## src/design/pp2rgb_pkg.sv

```systemverilog
// ----------------------------------------------------------------------------
// pp2rgb_pkg
// Shared types, format codes and color math constants for the packed pixel
// to RGB888 converter.
// ----------------------------------------------------------------------------
`default_nettype none

package pp2rgb_pkg;

	// Format register codes
	localparam logic [2:0] FMT_YUYV      = 3'd0;
	localparam logic [2:0] FMT_YUV565    = 3'd1;
	localparam logic [2:0] FMT_RGB565_BE = 3'd2;
	localparam logic [2:0] FMT_RGB565_LE = 3'd3;
	localparam logic [2:0] FMT_RAW       = 3'd4;

	// BT.601 studio range coefficients (8 fractional bits)
	localparam logic signed [19:0] YUYV_Y_OFS  = 20'sd16;
	localparam logic signed [19:0] YUYV_C_OFS  = 20'sd128;
	localparam logic signed [19:0] YUYV_K_Y    = 20'sd298;
	localparam logic signed [19:0] YUYV_K_RV   = 20'sd409;
	localparam logic signed [19:0] YUYV_K_GU   = 20'sd100;
	localparam logic signed [19:0] YUYV_K_GV   = 20'sd208;
	localparam logic signed [19:0] YUYV_K_BU   = 20'sd516;
	localparam logic signed [19:0] YUYV_ROUND  = 20'sd128;

	// Full range YCbCr coefficients (16 fractional bits)
	localparam logic [25:0] YUV_K_RCR = 26'd91881;
	localparam logic [25:0] YUV_K_GCB = 26'd22544;
	localparam logic [25:0] YUV_K_GCR = 26'd46793;
	localparam logic [25:0] YUV_K_BCB = 26'd116129;
	localparam logic signed [19:0] YUV_R_OFS = 20'sd179;
	localparam logic signed [19:0] YUV_G_OFS = 20'sd135;
	localparam logic signed [19:0] YUV_B_OFS = 20'sd226;

	typedef struct packed {
		logic [7:0] red;
		logic [7:0] green;
		logic [7:0] blue;
	} rgb_t;

	// Saturate a signed intermediate to 0..255
	function automatic logic [7:0] clip8(input logic signed [19:0] v);
		logic [7:0] res;
		if (v < 20'sd0) begin
			res = 8'd0;
		end else if (v > 20'sd255) begin
			res = 8'd255;
		end else begin
			res = v[7:0];
		end
		return res;
	endfunction

endpackage

`default_nettype wire

```

## src/design/pp2rgb_pix_if.sv

```systemverilog
// ----------------------------------------------------------------------------
// pp2rgb_pix_if
// Valid/ready channel carrying one packed 4-byte pixel word and frame end.
// ----------------------------------------------------------------------------
`default_nettype none

interface pp2rgb_pix_if;
	logic       valid;
	logic       ready;
	logic [7:0] byte_a;
	logic [7:0] byte_b;
	logic [7:0] byte_c;
	logic [7:0] byte_d;
	logic       frame_end;

	modport source (
		output valid, byte_a, byte_b, byte_c, byte_d, frame_end,
		input  ready
	);
	modport sink (
		input  valid, byte_a, byte_b, byte_c, byte_d, frame_end,
		output ready
	);
endinterface

`default_nettype wire

```

## src/design/pp2rgb_rgb_if.sv

```systemverilog
// ----------------------------------------------------------------------------
// pp2rgb_rgb_if
// Valid/ready channel carrying two RGB888 pixels and the frame end flag.
// ----------------------------------------------------------------------------
`default_nettype none

interface pp2rgb_rgb_if;
	logic       valid;
	logic       ready;
	logic [7:0] red_first;
	logic [7:0] green_first;
	logic [7:0] blue_first;
	logic [7:0] red_second;
	logic [7:0] green_second;
	logic [7:0] blue_second;
	logic       frame_end_out;

	modport source (
		output valid, red_first, green_first, blue_first,
		       red_second, green_second, blue_second, frame_end_out,
		input  ready
	);
	modport sink (
		input  valid, red_first, green_first, blue_first,
		       red_second, green_second, blue_second, frame_end_out,
		output ready
	);
endinterface

`default_nettype wire

```

## src/design/pp2rgb_pix_dec.sv

```systemverilog
// ----------------------------------------------------------------------------
// pp2rgb_pix_dec
// Combinational decode of one pixel (two bytes, plus shared chroma for YUYV)
// into a clipped RGB888 triple.
// ----------------------------------------------------------------------------
`default_nettype none

module pp2rgb_pix_dec (
	input  wire logic [2:0]        fmt,
	input  wire logic [7:0]        p,
	input  wire logic [7:0]        q,
	input  wire logic [7:0]        u,
	input  wire logic [7:0]        v,
	output pp2rgb_pkg::rgb_t       rgb
);

	// YUYV path: p is luma, u/v shared chroma
	logic signed [19:0] c_yy, d_yy, e_yy;
	logic signed [19:0] r_yy, g_yy, b_yy;
	// YUV565 path
	logic [7:0]         y_565, cb_565, cr_565;
	logic [25:0]        r_prod, g_prod, b_prod;
	logic signed [19:0] r_565, g_565, b_565;

	always_comb begin
		c_yy = $signed({12'd0, p}) - pp2rgb_pkg::YUYV_Y_OFS;
		d_yy = $signed({12'd0, u}) - pp2rgb_pkg::YUYV_C_OFS;
		e_yy = $signed({12'd0, v}) - pp2rgb_pkg::YUYV_C_OFS;
		r_yy = (pp2rgb_pkg::YUYV_K_Y * c_yy + pp2rgb_pkg::YUYV_K_RV * e_yy
			+ pp2rgb_pkg::YUYV_ROUND) >>> 8;
		g_yy = (pp2rgb_pkg::YUYV_K_Y * c_yy - pp2rgb_pkg::YUYV_K_GU * d_yy
			- pp2rgb_pkg::YUYV_K_GV * e_yy + pp2rgb_pkg::YUYV_ROUND) >>> 8;
		b_yy = (pp2rgb_pkg::YUYV_K_Y * c_yy + pp2rgb_pkg::YUYV_K_BU * d_yy
			+ pp2rgb_pkg::YUYV_ROUND) >>> 8;
	end

	always_comb begin
		y_565  = {q[7:3], 3'd0};
		cb_565 = {q[2:0], p[7:5], 2'd0};
		cr_565 = {p[4:0], 3'd0};
		// all products are non-negative, so the shift is a plain select
		r_prod = 26'(cr_565) * pp2rgb_pkg::YUV_K_RCR;
		g_prod = 26'(cb_565) * pp2rgb_pkg::YUV_K_GCB
			+ 26'(cr_565) * pp2rgb_pkg::YUV_K_GCR;
		b_prod = 26'(cb_565) * pp2rgb_pkg::YUV_K_BCB;
		r_565  = $signed({12'd0, y_565}) + $signed({10'd0, r_prod[25:16]})
			- pp2rgb_pkg::YUV_R_OFS;
		g_565  = $signed({12'd0, y_565}) - $signed({10'd0, g_prod[25:16]})
			+ pp2rgb_pkg::YUV_G_OFS;
		b_565  = $signed({12'd0, y_565}) + $signed({10'd0, b_prod[25:16]})
			- pp2rgb_pkg::YUV_B_OFS;
	end

	always_comb begin
		unique case (fmt)
			pp2rgb_pkg::FMT_YUYV: begin
				rgb.red   = pp2rgb_pkg::clip8(r_yy);
				rgb.green = pp2rgb_pkg::clip8(g_yy);
				rgb.blue  = pp2rgb_pkg::clip8(b_yy);
			end
			pp2rgb_pkg::FMT_YUV565: begin
				rgb.red   = pp2rgb_pkg::clip8(r_565);
				rgb.green = pp2rgb_pkg::clip8(g_565);
				rgb.blue  = pp2rgb_pkg::clip8(b_565);
			end
			pp2rgb_pkg::FMT_RGB565_BE: begin
				rgb.red   = {p[7:3], 3'd0};
				rgb.green = {p[2:0], q[7:5], 2'd0};
				rgb.blue  = {q[4:0], 3'd0};
			end
			pp2rgb_pkg::FMT_RGB565_LE: begin
				rgb.red   = {q[7:3], 3'd0};
				rgb.green = {q[2:0], p[7:5], 2'd0};
				rgb.blue  = {p[4:0], 3'd0};
			end
			pp2rgb_pkg::FMT_RAW: begin
				rgb.red   = p;
				rgb.green = q;
				rgb.blue  = 8'd0;
			end
			default: begin
				rgb = '0;
			end
		endcase
	end

endmodule

`default_nettype wire

```

## src/design/packed_pixel_to_rgb888.sv

```systemverilog
// ----------------------------------------------------------------------------
// packed_pixel_to_rgb888
// Converts one packed 4-byte pixel word per item into two RGB888 pixels.
// ----------------------------------------------------------------------------
// The block takes one item per clock while the output side is ready and
// returns one result item per input item. The input word lands in an input
// register; the color decode (constant multiplies, adds and clips for both
// pixels) sits between that register and the result register, so sustained
// throughput is one item every cycle while the output side does not stall,
// set by that single decode stage. When the output side stalls, the result
// register holds its item and the input register keeps accepting one more,
// so pix_in.ready only drops once both registers are full. The format register
// (cfg_wdata, written when cfg_we is high) selects YUYV (BT.601 studio
// range, shared chroma), packed YUV565 (full range), RGB565 big or little
// endian, or raw; codes above raw give black pixels. Change the format only
// while no item is in flight. frame_end is carried through unchanged.
// ----------------------------------------------------------------------------
`default_nettype none

module packed_pixel_to_rgb888 (
	input  wire logic       clk,
	input  wire logic       arst_n,
	input  wire logic       cfg_we,
	input  wire logic [2:0] cfg_wdata,
	pp2rgb_pix_if.sink      pix_in,
	pp2rgb_rgb_if.source    rgb_out
);

	// Format register
	logic [2:0] fmt_q;

	// Input stage
	logic       valid_s1;
	logic [7:0] byte_a_s1, byte_b_s1, byte_c_s1, byte_d_s1;
	logic       frame_end_s1;

	// Result stage
	logic                valid_s2;
	pp2rgb_pkg::rgb_t    pix0_s2, pix1_s2;
	logic                frame_end_s2;

	pp2rgb_pkg::rgb_t    pix0_dec, pix1_dec;
	logic                load_s1, load_s2;

	// Advance the result stage when it is empty or its item is being taken;
	// advance the input stage when it is empty or its item moves on.
	assign load_s2     = !valid_s2 || rgb_out.ready;
	assign load_s1     = !valid_s1 || load_s2;
	assign pix_in.ready = load_s1;

	always_ff @(posedge clk or negedge arst_n) begin
		if (!arst_n) begin
			fmt_q <= pp2rgb_pkg::FMT_YUYV;
		end else if (cfg_we) begin
			fmt_q <= cfg_wdata;
		end
	end

	always_ff @(posedge clk or negedge arst_n) begin
		if (!arst_n) begin
			valid_s1 <= 1'b0;
		end else if (load_s1) begin
			valid_s1 <= pix_in.valid;
		end
	end

	// Capture the payload only on acceptance
	always_ff @(posedge clk) begin
		if (load_s1 && pix_in.valid) begin
			byte_a_s1    <= pix_in.byte_a;
			byte_b_s1    <= pix_in.byte_b;
			byte_c_s1    <= pix_in.byte_c;
			byte_d_s1    <= pix_in.byte_d;
			frame_end_s1 <= pix_in.frame_end;
		end
	end

	// First pixel: bytes a/b; second pixel: bytes c/d. YUYV shares U (b) and V (d).
	pp2rgb_pix_dec u_dec0 (
		.fmt (fmt_q),
		.p   (byte_a_s1),
		.q   (byte_b_s1),
		.u   (byte_b_s1),
		.v   (byte_d_s1),
		.rgb (pix0_dec)
	);

	pp2rgb_pix_dec u_dec1 (
		.fmt (fmt_q),
		.p   (byte_c_s1),
		.q   (byte_d_s1),
		.u   (byte_b_s1),
		.v   (byte_d_s1),
		.rgb (pix1_dec)
	);

	always_ff @(posedge clk or negedge arst_n) begin
		if (!arst_n) begin
			valid_s2 <= 1'b0;
		end else if (load_s2) begin
			valid_s2 <= valid_s1;
		end
	end

	// Hold the result while the output side stalls
	always_ff @(posedge clk) begin
		if (load_s2 && valid_s1) begin
			pix0_s2      <= pix0_dec;
			pix1_s2      <= pix1_dec;
			frame_end_s2 <= frame_end_s1;
		end
	end

	assign rgb_out.valid         = valid_s2;
	assign rgb_out.red_first     = pix0_s2.red;
	assign rgb_out.green_first   = pix0_s2.green;
	assign rgb_out.blue_first    = pix0_s2.blue;
	assign rgb_out.red_second    = pix1_s2.red;
	assign rgb_out.green_second  = pix1_s2.green;
	assign rgb_out.blue_second   = pix1_s2.blue;
	assign rgb_out.frame_end_out = frame_end_s2;

endmodule

`default_nettype wire

```

## src/flat_wrapper.sv

```systemverilog
// flat-port wrapper written by rule: the top's interface ports become plain ports
module packed_pixel_to_rgb888_flat 
  (clk, arst_n, cfg_we, cfg_wdata, pix_in_valid, pix_in_byte_a, pix_in_byte_b, pix_in_byte_c, pix_in_byte_d, pix_in_frame_end, pix_in_ready, rgb_out_valid, rgb_out_red_first, rgb_out_green_first, rgb_out_blue_first, rgb_out_red_second, rgb_out_green_second, rgb_out_blue_second, rgb_out_frame_end_out, rgb_out_ready);
  pp2rgb_pix_if pix_in_i ();
  pp2rgb_rgb_if rgb_out_i ();
  input  wire logic clk;
  input  wire logic arst_n;
  input  wire logic cfg_we;
  input  wire logic [2:0] cfg_wdata;
  input wire logic [$bits(pix_in_i.valid)-1:0] pix_in_valid;
  input wire logic [$bits(pix_in_i.byte_a)-1:0] pix_in_byte_a;
  input wire logic [$bits(pix_in_i.byte_b)-1:0] pix_in_byte_b;
  input wire logic [$bits(pix_in_i.byte_c)-1:0] pix_in_byte_c;
  input wire logic [$bits(pix_in_i.byte_d)-1:0] pix_in_byte_d;
  input wire logic [$bits(pix_in_i.frame_end)-1:0] pix_in_frame_end;
  output wire logic [$bits(pix_in_i.ready)-1:0] pix_in_ready;
  output wire logic [$bits(rgb_out_i.valid)-1:0] rgb_out_valid;
  output wire logic [$bits(rgb_out_i.red_first)-1:0] rgb_out_red_first;
  output wire logic [$bits(rgb_out_i.green_first)-1:0] rgb_out_green_first;
  output wire logic [$bits(rgb_out_i.blue_first)-1:0] rgb_out_blue_first;
  output wire logic [$bits(rgb_out_i.red_second)-1:0] rgb_out_red_second;
  output wire logic [$bits(rgb_out_i.green_second)-1:0] rgb_out_green_second;
  output wire logic [$bits(rgb_out_i.blue_second)-1:0] rgb_out_blue_second;
  output wire logic [$bits(rgb_out_i.frame_end_out)-1:0] rgb_out_frame_end_out;
  input wire logic [$bits(rgb_out_i.ready)-1:0] rgb_out_ready;
  assign pix_in_i.valid = pix_in_valid;
  assign pix_in_i.byte_a = pix_in_byte_a;
  assign pix_in_i.byte_b = pix_in_byte_b;
  assign pix_in_i.byte_c = pix_in_byte_c;
  assign pix_in_i.byte_d = pix_in_byte_d;
  assign pix_in_i.frame_end = pix_in_frame_end;
  assign pix_in_ready = pix_in_i.ready;
  assign rgb_out_valid = rgb_out_i.valid;
  assign rgb_out_red_first = rgb_out_i.red_first;
  assign rgb_out_green_first = rgb_out_i.green_first;
  assign rgb_out_blue_first = rgb_out_i.blue_first;
  assign rgb_out_red_second = rgb_out_i.red_second;
  assign rgb_out_green_second = rgb_out_i.green_second;
  assign rgb_out_blue_second = rgb_out_i.blue_second;
  assign rgb_out_frame_end_out = rgb_out_i.frame_end_out;
  assign rgb_out_i.ready = rgb_out_ready;
  packed_pixel_to_rgb888 u_core (.clk(clk), .arst_n(arst_n), .cfg_we(cfg_we), .cfg_wdata(cfg_wdata), .pix_in(pix_in_i), .rgb_out(rgb_out_i));
endmodule
```

## config.mk

```make
export PLATFORM = sky130hd
export DESIGN_NAME = packed_pixel_to_rgb888_flat
export DESIGN_NICKNAME = d
export VERILOG_FILES = /design/src/design/pp2rgb_pkg.sv /design/src/design/pp2rgb_pix_if.sv /design/src/design/pp2rgb_rgb_if.sv /design/src/design/pp2rgb_pix_dec.sv /design/src/design/packed_pixel_to_rgb888.sv /design/src/flat_wrapper.sv
export SDC_FILE = /design/constraint.sdc
export NUM_CORES = 1
export LEC_CHECK = 0
export ABC_AREA = 0
export ABC_CLOCK_PERIOD_IN_PS = 7900
export BUFFER_PORTS_ARGS = -buffer_cell sky130_fd_sc_hd__buf_2
export CAP_MARGIN = 20
export CORE_AREA = 2 2 258 260
export DETAILED_ROUTE_END_ITERATION = 8
export DIE_AREA = 0 0 260 262
export SLEW_MARGIN = 20
export SYNTH_ARGS = -nofsm -noshare
export SYNTH_HDL_FRONTEND = slang
export SYNTH_SLANG_ARGS = --single-unit
```

## constraint.sdc

```tcl
create_clock -name clk -period 7.9 [get_ports clk]
set_input_delay 1.58 -clock clk [delete_from_list [all_inputs] [get_ports clk]]
set_output_delay 1.58 -clock clk [all_outputs]
set_load 0.05 [all_outputs]
```

After elaboration in Yosys (flattened, before gate mapping)
Index checks and enable logic that the tools add are counted.
- word-level logic and storage cells: 122
- register bits: 87
- input port bits: 41
- output and inout port bits: 51
- order comparisons: 24
- multiply operators: 14
- muxes and demuxes: 26
- $add $sub $neg: 32
- equality and inequality tests: 4
- reductions and logical operators: 7
- operators by type and width (operator ; number):
    one-hot mux 24 bit (5 select lines) ; 2
    2-to-1 mux 8 bit ; 24
    adder 20 x 9 -> 20 bit (second input constant) ; 6
    > comparator 12 x 9 -> 1 bit (second input constant) ; 6
    less-than comparator 12 x 1 -> 1 bit (second input constant) ; 6
    > comparator 11 x 9 -> 1 bit (second input constant) ; 6
    less-than comparator 11 x 1 -> 1 bit (second input constant) ; 6
    adder 23 x 24 -> 25 bit ; 2
    multiplier 6 x 17 -> 23 bit (second input constant) ; 2
    multiplier 5 x 17 -> 22 bit (second input constant) ; 2
    subtractor 10 x 8 -> 11 bit (second input constant) ; 4
    multiplier 5 x 16 -> 21 bit (second input constant) ; 2
    adder 20 x 19 -> 20 bit ; 2
    adder 20 bit ; 2
    adder 8 x 9 -> 10 bit ; 4
    multiplier 9 x 20 -> 19 bit (first input constant) ; 2
    subtractor 20 x 17 -> 20 bit ; 2
    subtractor 20 x 18 -> 20 bit ; 2
    multiplier 6 x 11 -> 17 bit (second input constant) ; 2
    adder 10 x 9 -> 11 bit (second input constant) ; 2
    subtractor 8 x 9 -> 10 bit ; 2
    multiplier 10 x 9 -> 19 bit (first input constant) ; 1
    multiplier 9 x 9 -> 18 bit (first input constant) ; 1
    subtractor 8 x 5 -> 9 bit (second input constant) ; 2
    10 further kinds ; 15

Longest topological paths before layout
Gate-level depths: netlist of the first run.
- word-level depth: 9
- mapped depth: 38

Cells and area by module
A second synthesis of the first run with hierarchy kept.
- cell total of the unflattened synthesis: 3101
- area, all modules: 28205.8 um2
- modules (own cells, without submodules) (module ; area an instance (um2) ; times used ; cells each):
    pp2rgb_pix_dec (u_core.u_dec1) ; 12886.1 ; 1 ; 1525
    pp2rgb_pix_dec (u_core.u_dec0) ; 12647.1 ; 1 ; 1480
    packed_pixel_to_rgb888 ; 2672.6 ; 1 ; 96

Worst setup path before layout of the first run
OpenSTA, ideal clock, no wires.
- path type: register -> register
- from: register u_core.byte_a_s1[4]
- to: register u_core.pix0_s2 (netlist bit u_core.rgb_out.green_first[7]) (data pin)
- clock period less this slack: 8150 ps
- arrival time: 7878 ps
- buffers on the path: 1
- library setup time: 272 ps
- stages on the path, launching flop included: 36
- data required time: 7628 ps
- slack: -250 ps
- cell sequence: edfxtp_1 -> inv_1 -> ha_1 -> nand2_1 -> clkinv_1 -> ha_1 -> ha_1 -> inv_1 -> fa_1 -> fa_1 -> inv_1 -> ha_1 -> a21oi_1 -> o21bai_1 -> a21oi_1 -> o21ai_0 -> a21oi_1 -> o21bai_1 -> a21oi_1 -> xnor2_1 -> inv_1 -> fa_1 -> inv_1 -> ha_1 -> ha_1 -> clkbuf_1 -> nand3_1 -> nand2_1 -> nand2_1 -> a31oi_1 -> mux2i_1 -> nand2_1 -> a31o_2 -> a31oi_1 -> a21oi_1 -> or4_1
- RTL lines (element ; line ; text):
    from (decl) ; packed_pixel_to_rgb888.sv:34 ; logic [7:0] byte_a_s1, byte_b_s1, byte_c_s1, byte_d_s1;
    from (signal assigned) ; packed_pixel_to_rgb888.sv:70 ; byte_a_s1 <= pix_in.byte_a;
    to (signal assigned) ; packed_pixel_to_rgb888.sv:108 ; pix0_s2 <= pix0_dec;
    to (decl) ; packed_pixel_to_rgb888.sv:39 ; pp2rgb_pkg::rgb_t pix0_s2, pix1_s2;

==> impl_metrics.py, run 1 <==
metrics = {
    "detailed_routing": {
        "wl_per_cell_um": 18.6,
        "first_iter_violations": 1126,
        "drc": 0,
        "ant_nets": 0,
        "vias_per_cell": 5.29,
        "wirelength_mm": 73.8,
        "vias": 21000,
        "first_pass_iters": 5,
    },
    "grt": {
        "grt-busiest-layer": "met2",
        "grt_use_total": 0.218,
        "grt_pass1_wl_mm": 114,
        "met3_usage": 0.0216,
        "grt_max_degree": 49,
        "antenna_found_initial": 0,
        "grt_pass1_vias": 20800,
        "grt_use_met2": 0.391,
        "globalRouteMet1Util": 0.274,
        "gr-total-overflow": 0,
    },
    "synthesis": {
        "synth_fp_nets": 3826,
        "yosysWarnings": 0,
        "synthFlopType": "edfxtp_1",
        "syn_area_per_cell_sq_um": 8.84,
        "async_flop_share": 0.0575,
        "synth_area_sq_um": 25900,
        "seq_area_frac_synth": 0.100,
        "synth.distinct_cells": 99,
        "yosys_register_bits": 87,
        "synth_edf_count": 82,
        "netlist_instances": 2928,
    },
    "sta": {
        "fin_crit_sh": 0.955,
        "post-route-min-period_ps": 7550,
        "drv_slew": 0,
        "maxSlewHeadroom": 0.278,
        "skew_ps": 13.0,
        "fmax_mhz": 132,
        "fin_setup_tns_ps": 0,
        "setup_viol": 0,
        "worst_slew_pin_slew_ps": 1080,
        "final_hold_viol_count": 0,
        "fin_hold_ws_ps": 425,
    },
    "placement": {
        "io_buffer_count": 91,
        "dp_hpwl_mm": 63.3,
        "gp_congestion": 0.918,
        "place_area_sq_um": 28000,
    },
    "setup_path": {
        "required_ps": 8020,
        "startpoint_type": "register",
        "cp-end-kind": "register",
        "crit_arrival_ps": 7670,
        "slowest_delay_ps": 530,
        "critPathKind": "register to register",
        "slowest_stage": "fa_1",
        "reg2reg_slack_ps": 350,
        "path_max_fanout": 7,
        "cp_common_cell": "inv_1",
    },
    "clock_network": {
        "cts_made_buffers": 9,
        "cts_sinks": 87,
        "clk_latency_ps": 390,
        "clk_pin_slew_worst_paths_ps": 80,
        "h-tree-depth": 3,
        "hold_buffers": 0,
        "cts-root-buf": "clkbuf_16",
        "cts_tree": "yes",
        "clk_path_buf_depth": 2,
    },
    "floorplanning": {
        "die-area_sq_um": 68100,
        "design.core.area_sq_um": 65300,
        "num_rows": 94,
        "initial_core_util": 0.396,
        "die_y_um": 262,
        "io_pins": 92,
        "dieWidth_um": 260,
    },
    "layout": {
        "area_growth_pct": 10.6,
        "nets": 4004,
        "diodes": 0,
        "finish.instance_area_sq_um": 28600,
        "drive_above_1_share": 0.0980,
        "utilization": 0.438,
    },
    "flow_run": {
        "max_cap_viol_count": 0,
    },
    "run_status": {
        "status": "complete, no violations",
    },
    "worst_hold_path": {
        "hold_path.class": "register to register",
    },
}
-- final timing paths --
path,depth (start not counted),end,start
max,37,u_core.rgb_out.green_first[6],u_core.byte_a_s1[5]
min,0,u_core.rgb_out.frame_end_out,u_core.frame_end_s1
max reg2reg,37,u_core.rgb_out.green_first[6],u_core.byte_a_s1[5]
min reg2reg,0,u_core.rgb_out.frame_end_out,u_core.frame_end_s1
max in group asynchronous,1,u_core.fmt_q[0],arst_n
min in group asynchronous,1,u_core.rgb_out.valid,arst_n
-- per-stage QoR --
stage | worst slack [ps] | instances
2_1_floorplan | 1.25 | 2928
3_3_place_gp | 122 | 3955
3_5_place_dp | 91.5 | 3955
4_1_cts | 13.9 | 3971
5_1_grt | -38.5 | 3975
6_report | 352 | 3975
-- timing repair --
action	CTS	global route
gates resized for setup	0	54
setup endpoints to repair	0	30
buffers inserted	0	4
-- sequential cells by signal, indices dropped and copies added, names as in the netlist --
register                      cells
u_core.byte_b_s1                  8
u_core.rgb_out.blue_second        8
u_core.rgb_out.green_first        8
u_core.rgb_out.valid              1
u_core.frame_end_s1               1
u_core.rgb_out.red_second         8
u_core.rgb_out.blue_first         8
u_core.rgb_out.red_first          8
u_core.byte_a_s1                  8
u_core.byte_d_s1                  8
u_core.byte_c_s1                  8
u_core.valid_s1                   1
u_core.rgb_out.green_second       8
u_core.rgb_out.frame_end_out      1
u_core.fmt_q                      3
-- layout by cell type (no fill, tap or decap), types with 17 or more instances in the layout --
master / n
nor2_1: 145
ha_1: 713
o21bai_1: 36
buf_2: 91
nor2b_1: 46
edfxtp_1: 82
a31oi_1: 17
buf_4: 96
nand2_1: 107
nand2b_1: 24
o21ai_0: 142
o21a_1: 33
xor2_1: 75
nor3_1: 42
mux2i_1: 37
nand3_1: 48
a21o_1: 64
a21oi_1: 174
fa_1: 135
xnor2_1: 168
inv_1: 491
-- critical path, delay by kind of cell, from the launching register on --
| kind | cells | cell delay [ps] |
|---|---|---|
| adder cells (fa/ha/maj) | 10 | 3380 |
| AO/OA/AOI/OAI | 14 | 2080 |
| AND/OR/NAND/NOR | 5 | 710 |
| buffers and inverters | 8 | 690 |
| flip-flops | 1 | 400 |
-- synth_stat cells, types with 24 or more instances --
library cell,instances,share of area
a21o_1,64,0.019
a21oi_1,183,0.035
edfxtp_1,82,0.095
fa_1,136,0.11
ha_1,721,0.35
inv_1,492,0.071
mux2i_1,37,0.014
nand2_1,107,0.016
nand2b_1,24,0.0058
nand3_1,48,0.0093
nor2_1,147,0.021
nor2b_1,46,0.011
nor3_1,44,0.0085
o21a_1,33,0.0096
o21ai_0,148,0.029
o21bai_1,37,0.011
xnor2_1,176,0.060
xor2_1,76,0.026
-- cells by family after synthesis --
| family | count (synthesis) | synth area share |
|---|---|---|
| buf+inv | 515 | 0.0749 |
| xor+xnor | 257 | 0.0889 |
| mux | 43 | 0.0169 |
| fa+ha+maj | 857 | 0.454 |
| flops | 87 | 0.100 |
| compound gates | 646 | 0.164 |
| simple gates | 523 | 0.101 |
-- final cells by class --
cell class | instances | area [sq um]
Clock buffer | 10 | 229
Clock inverter | 6 | 76.3
Fill cell | 6579 | 36700
Inverter | 495 | 1860
Multi-Input combinational cell | 2326 | 21600
Sequential cell | 87 | 2590
Tap cell | 864 | 1080
Timing Repair Buffer | 187 | 1180
-- metal layers --
metal / up-vias / part of all wire
li1: 10600 / -
met1: 9968 / 0.45
met2: 352 / 0.49
met3: 100 / 0.028
met4: 0 / 0.032
met5: - / 0
Power of run 1 is left out: the tool's default activity adds up to more than one toggle a clock period on the data nets, which glitch-free logic cannot reach.
==> run 2: changes to the inputs <==
--- a/config.mk
+++ b/config.mk
@@ -9,9 +9,9 @@
 export ABC_CLOCK_PERIOD_IN_PS = 7900
 export BUFFER_PORTS_ARGS = -buffer_cell sky130_fd_sc_hd__buf_2
 export CAP_MARGIN = 20
-export CORE_AREA = 2 2 258 260
+export CORE_AREA = 2 2 246 272
 export DETAILED_ROUTE_END_ITERATION = 8
-export DIE_AREA = 0 0 260 262
+export DIE_AREA = 0 0 248 274
 export SLEW_MARGIN = 20
 export SYNTH_ARGS = -nofsm -noshare
 export SYNTH_HDL_FRONTEND = slang
==> run 2 against run 1 <==
  * Setup slack improved by 25 ps
  * Largest cell class unchanged
  * Wire length rose by 0.52%
  * Register-to-register slack improved by 20 ps
  * Die area is 0.25% lower
  * Core utilization is 0.13 points lower
  * Highest routed layer unchanged
  * Global-route usage is 0.19 points higher
==> impl_metrics.py, run 2 (synthesis gave the netlist of run 1 again) <==
metrics = {
    "clock_network": {
        "clk_path_buf_depth": 2,
        "cts_sinks": 87,
        "cts_tree": "yes",
        "clk_pin_slew_worst_paths_ps": 90,
        "h-tree-depth": 3,
        "hold_buffers": 0,
        "cts_made_buffers": 9,
        "clk_latency_ps": 390,
        "cts-root-buf": "clkbuf_16",
    },
    "setup_path": {
        "cp-end-kind": "register",
        "reg2reg_slack_ps": 380,
        "slowest_stage": "fa_1",
        "rr_endpoint": "u_core.rgb_out.green_first[2]",
        "required_ps": 8020,
        "reg2reg_from": "u_core.byte_a_s1[5]",
        "crit_arrival_ps": 7640,
        "startpoint_type": "register",
        "path_max_fanout": 7,
        "cp_common_cell": "ha_1",
        "critPathKind": "register to register",
        "slowest_delay_ps": 550,
        "reg2reg_depth": 33,
    },
    "sta": {
        "setup_ws_ps": 377,
        "skew_ps": 17.0,
        "final_hold_viol_count": 0,
        "worst_slew_pin_slew_ps": 1070,
        "fin_hold_ws_ps": 427,
        "fin_crit_sh": 0.952,
        "post-route-min-period_ps": 7520,
        "drv_slew": 0,
        "fmax_mhz": 133,
        "maxSlewHeadroom": 0.282,
        "setup_viol": 0,
    },
    "floorplanning": {
        "dieWidth_um": 248,
        "initial_core_util": 0.395,
        "design.core.area_sq_um": 65500,
        "num_rows": 99,
        "die_y_um": 274,
        "die-area_sq_um": 68000,
        "io_pins": 92,
    },
    "flow_run": {
        "max_cap_viol_count": 0,
    },
    "detailed_routing": {
        "vias_per_cell": 5.28,
        "first_pass_iters": 8,
        "wirelength_mm": 74.2,
        "drc": 0,
        "ant_nets": 0,
        "wl_per_cell_um": 18.6,
        "first_iter_violations": 947,
        "vias": 21000,
    },
    "grt": {
        "antenna_found_initial": 0,
        "grt_max_degree": 42,
        "grt_pass1_wl_mm": 114,
        "grt_use_total": 0.219,
        "gr-total-overflow": 0,
        "grt_pass1_vias": 20500,
    },
    "placement": {
        "dp_hpwl_mm": 64.1,
        "io_buffer_count": 91,
        "dp_worst_setup_slack_ps": 150,
        "gp_congestion": 0.913,
    },
    "worst_hold_path": {
        "hold_path.class": "register to register",
        "hp-start": "u_core.frame_end_s1",
        "holdPathStages": 0,
        "hold_end": "u_core.rgb_out.frame_end_out",
    },
    "layout": {
        "nets": 4013,
        "diodes": 0,
        "area_growth_pct": 10.7,
        "final_common_cell": "ha_1",
        "drive_above_1_share": 0.0974,
        "final_cell_mix": "717 x ha_1, 489 x inv_1, 176 x a21oi_1, 171 x xnor2_1, 147 x nor2_1",
    },
    "run_status": {
        "status": "complete, no violations",
    },
}
-- run 2: changes by cell type in the layout (fill, tap and decap cells not counted), sizes merged --
| cell | change |
|---|---|
| inv | +1 |
| bufinv | +1 |
| clkinv | -2 |
| buf | +9 |
-- run 2: final cells by class --
class	count	area (sq um)
clock buffer	10	229
clock inverter	6	97.6
fill	6516	36900
inverter	495	1860
multi-input combinational	2326	21500
sequential	87	2590
tap	858	1070
timing repair buffer	196	1250
-- run 2: through the flow --
| step | setup TNS (ps) | area (sq um) | cells | utilization |
|---|---|---|---|---|
| global route | -189 | 28600 | 3978 | 0.437 |
| global placement | 0 | 28100 | 3961 | 0.429 |
| finish | 0 | 28600 | 3978 | 0.437 |
| detailed placement | 0 | 28100 | 3961 | 0.429 |
| CTS | 0 | 28400 | 3977 | 0.434 |
| floorplan | 0 | 25900 | 2928 | - |
-- run 2: what timing repair did --
| action | in CTS | in global routing |
|---|---|---|
| resized for setup | 0 | 40 |
| setup endpoints to repair | 0 | 24 |
| endpoints found under the hold margin | 0 | 0 |
| buffers inserted | 0 | 1 |
-- run 2: worst max path at each step --
stage,startpoint,endpoint,slack [ps],depth (start not counted)
global placement,u_core.byte_a_s1[5],u_core.rgb_out.green_first[2],220,38
finish,u_core.byte_a_s1[5],u_core.rgb_out.green_first[2],380,33
CTS,u_core.byte_a_s1[5],u_core.rgb_out.green_first[2],80,35
detailed placement,u_core.byte_a_s1[5],u_core.rgb_out.green_first[2],150,36
global route,u_core.byte_a_s1[5],u_core.rgb_out.green_first[7],-40,31
floorplan,u_core.byte_a_s1[6],u_core.rgb_out.green_first[7],1,38
-- run 2: worst max-delay path: cells and delay by family (launching register included) --
| kind | cells | cell delay, ps |
|---|---|---|
| adder cells (fa/ha/maj) | 9 | 3010 |
| AO/OA/AOI/OAI | 11 | 1870 |
| AND/OR/NAND/NOR | 5 | 1080 |
| buffers and inverters | 6 | 510 |
| flip-flops | 1 | 420 |
| XOR/XNOR | 1 | 180 |
| multiplexers | 1 | 180 |
-- run 2: per-layer routing --
layer	GRT usage	up-vias	wire [um]
met5	0	-	0
met4	0.0745	0	2650
met3	0.0185	94	1840
met2	0.400	338	37900
met1	0.269	9968	31800
li1	-	10600	-
Power of run 2 is left out for the same reason.
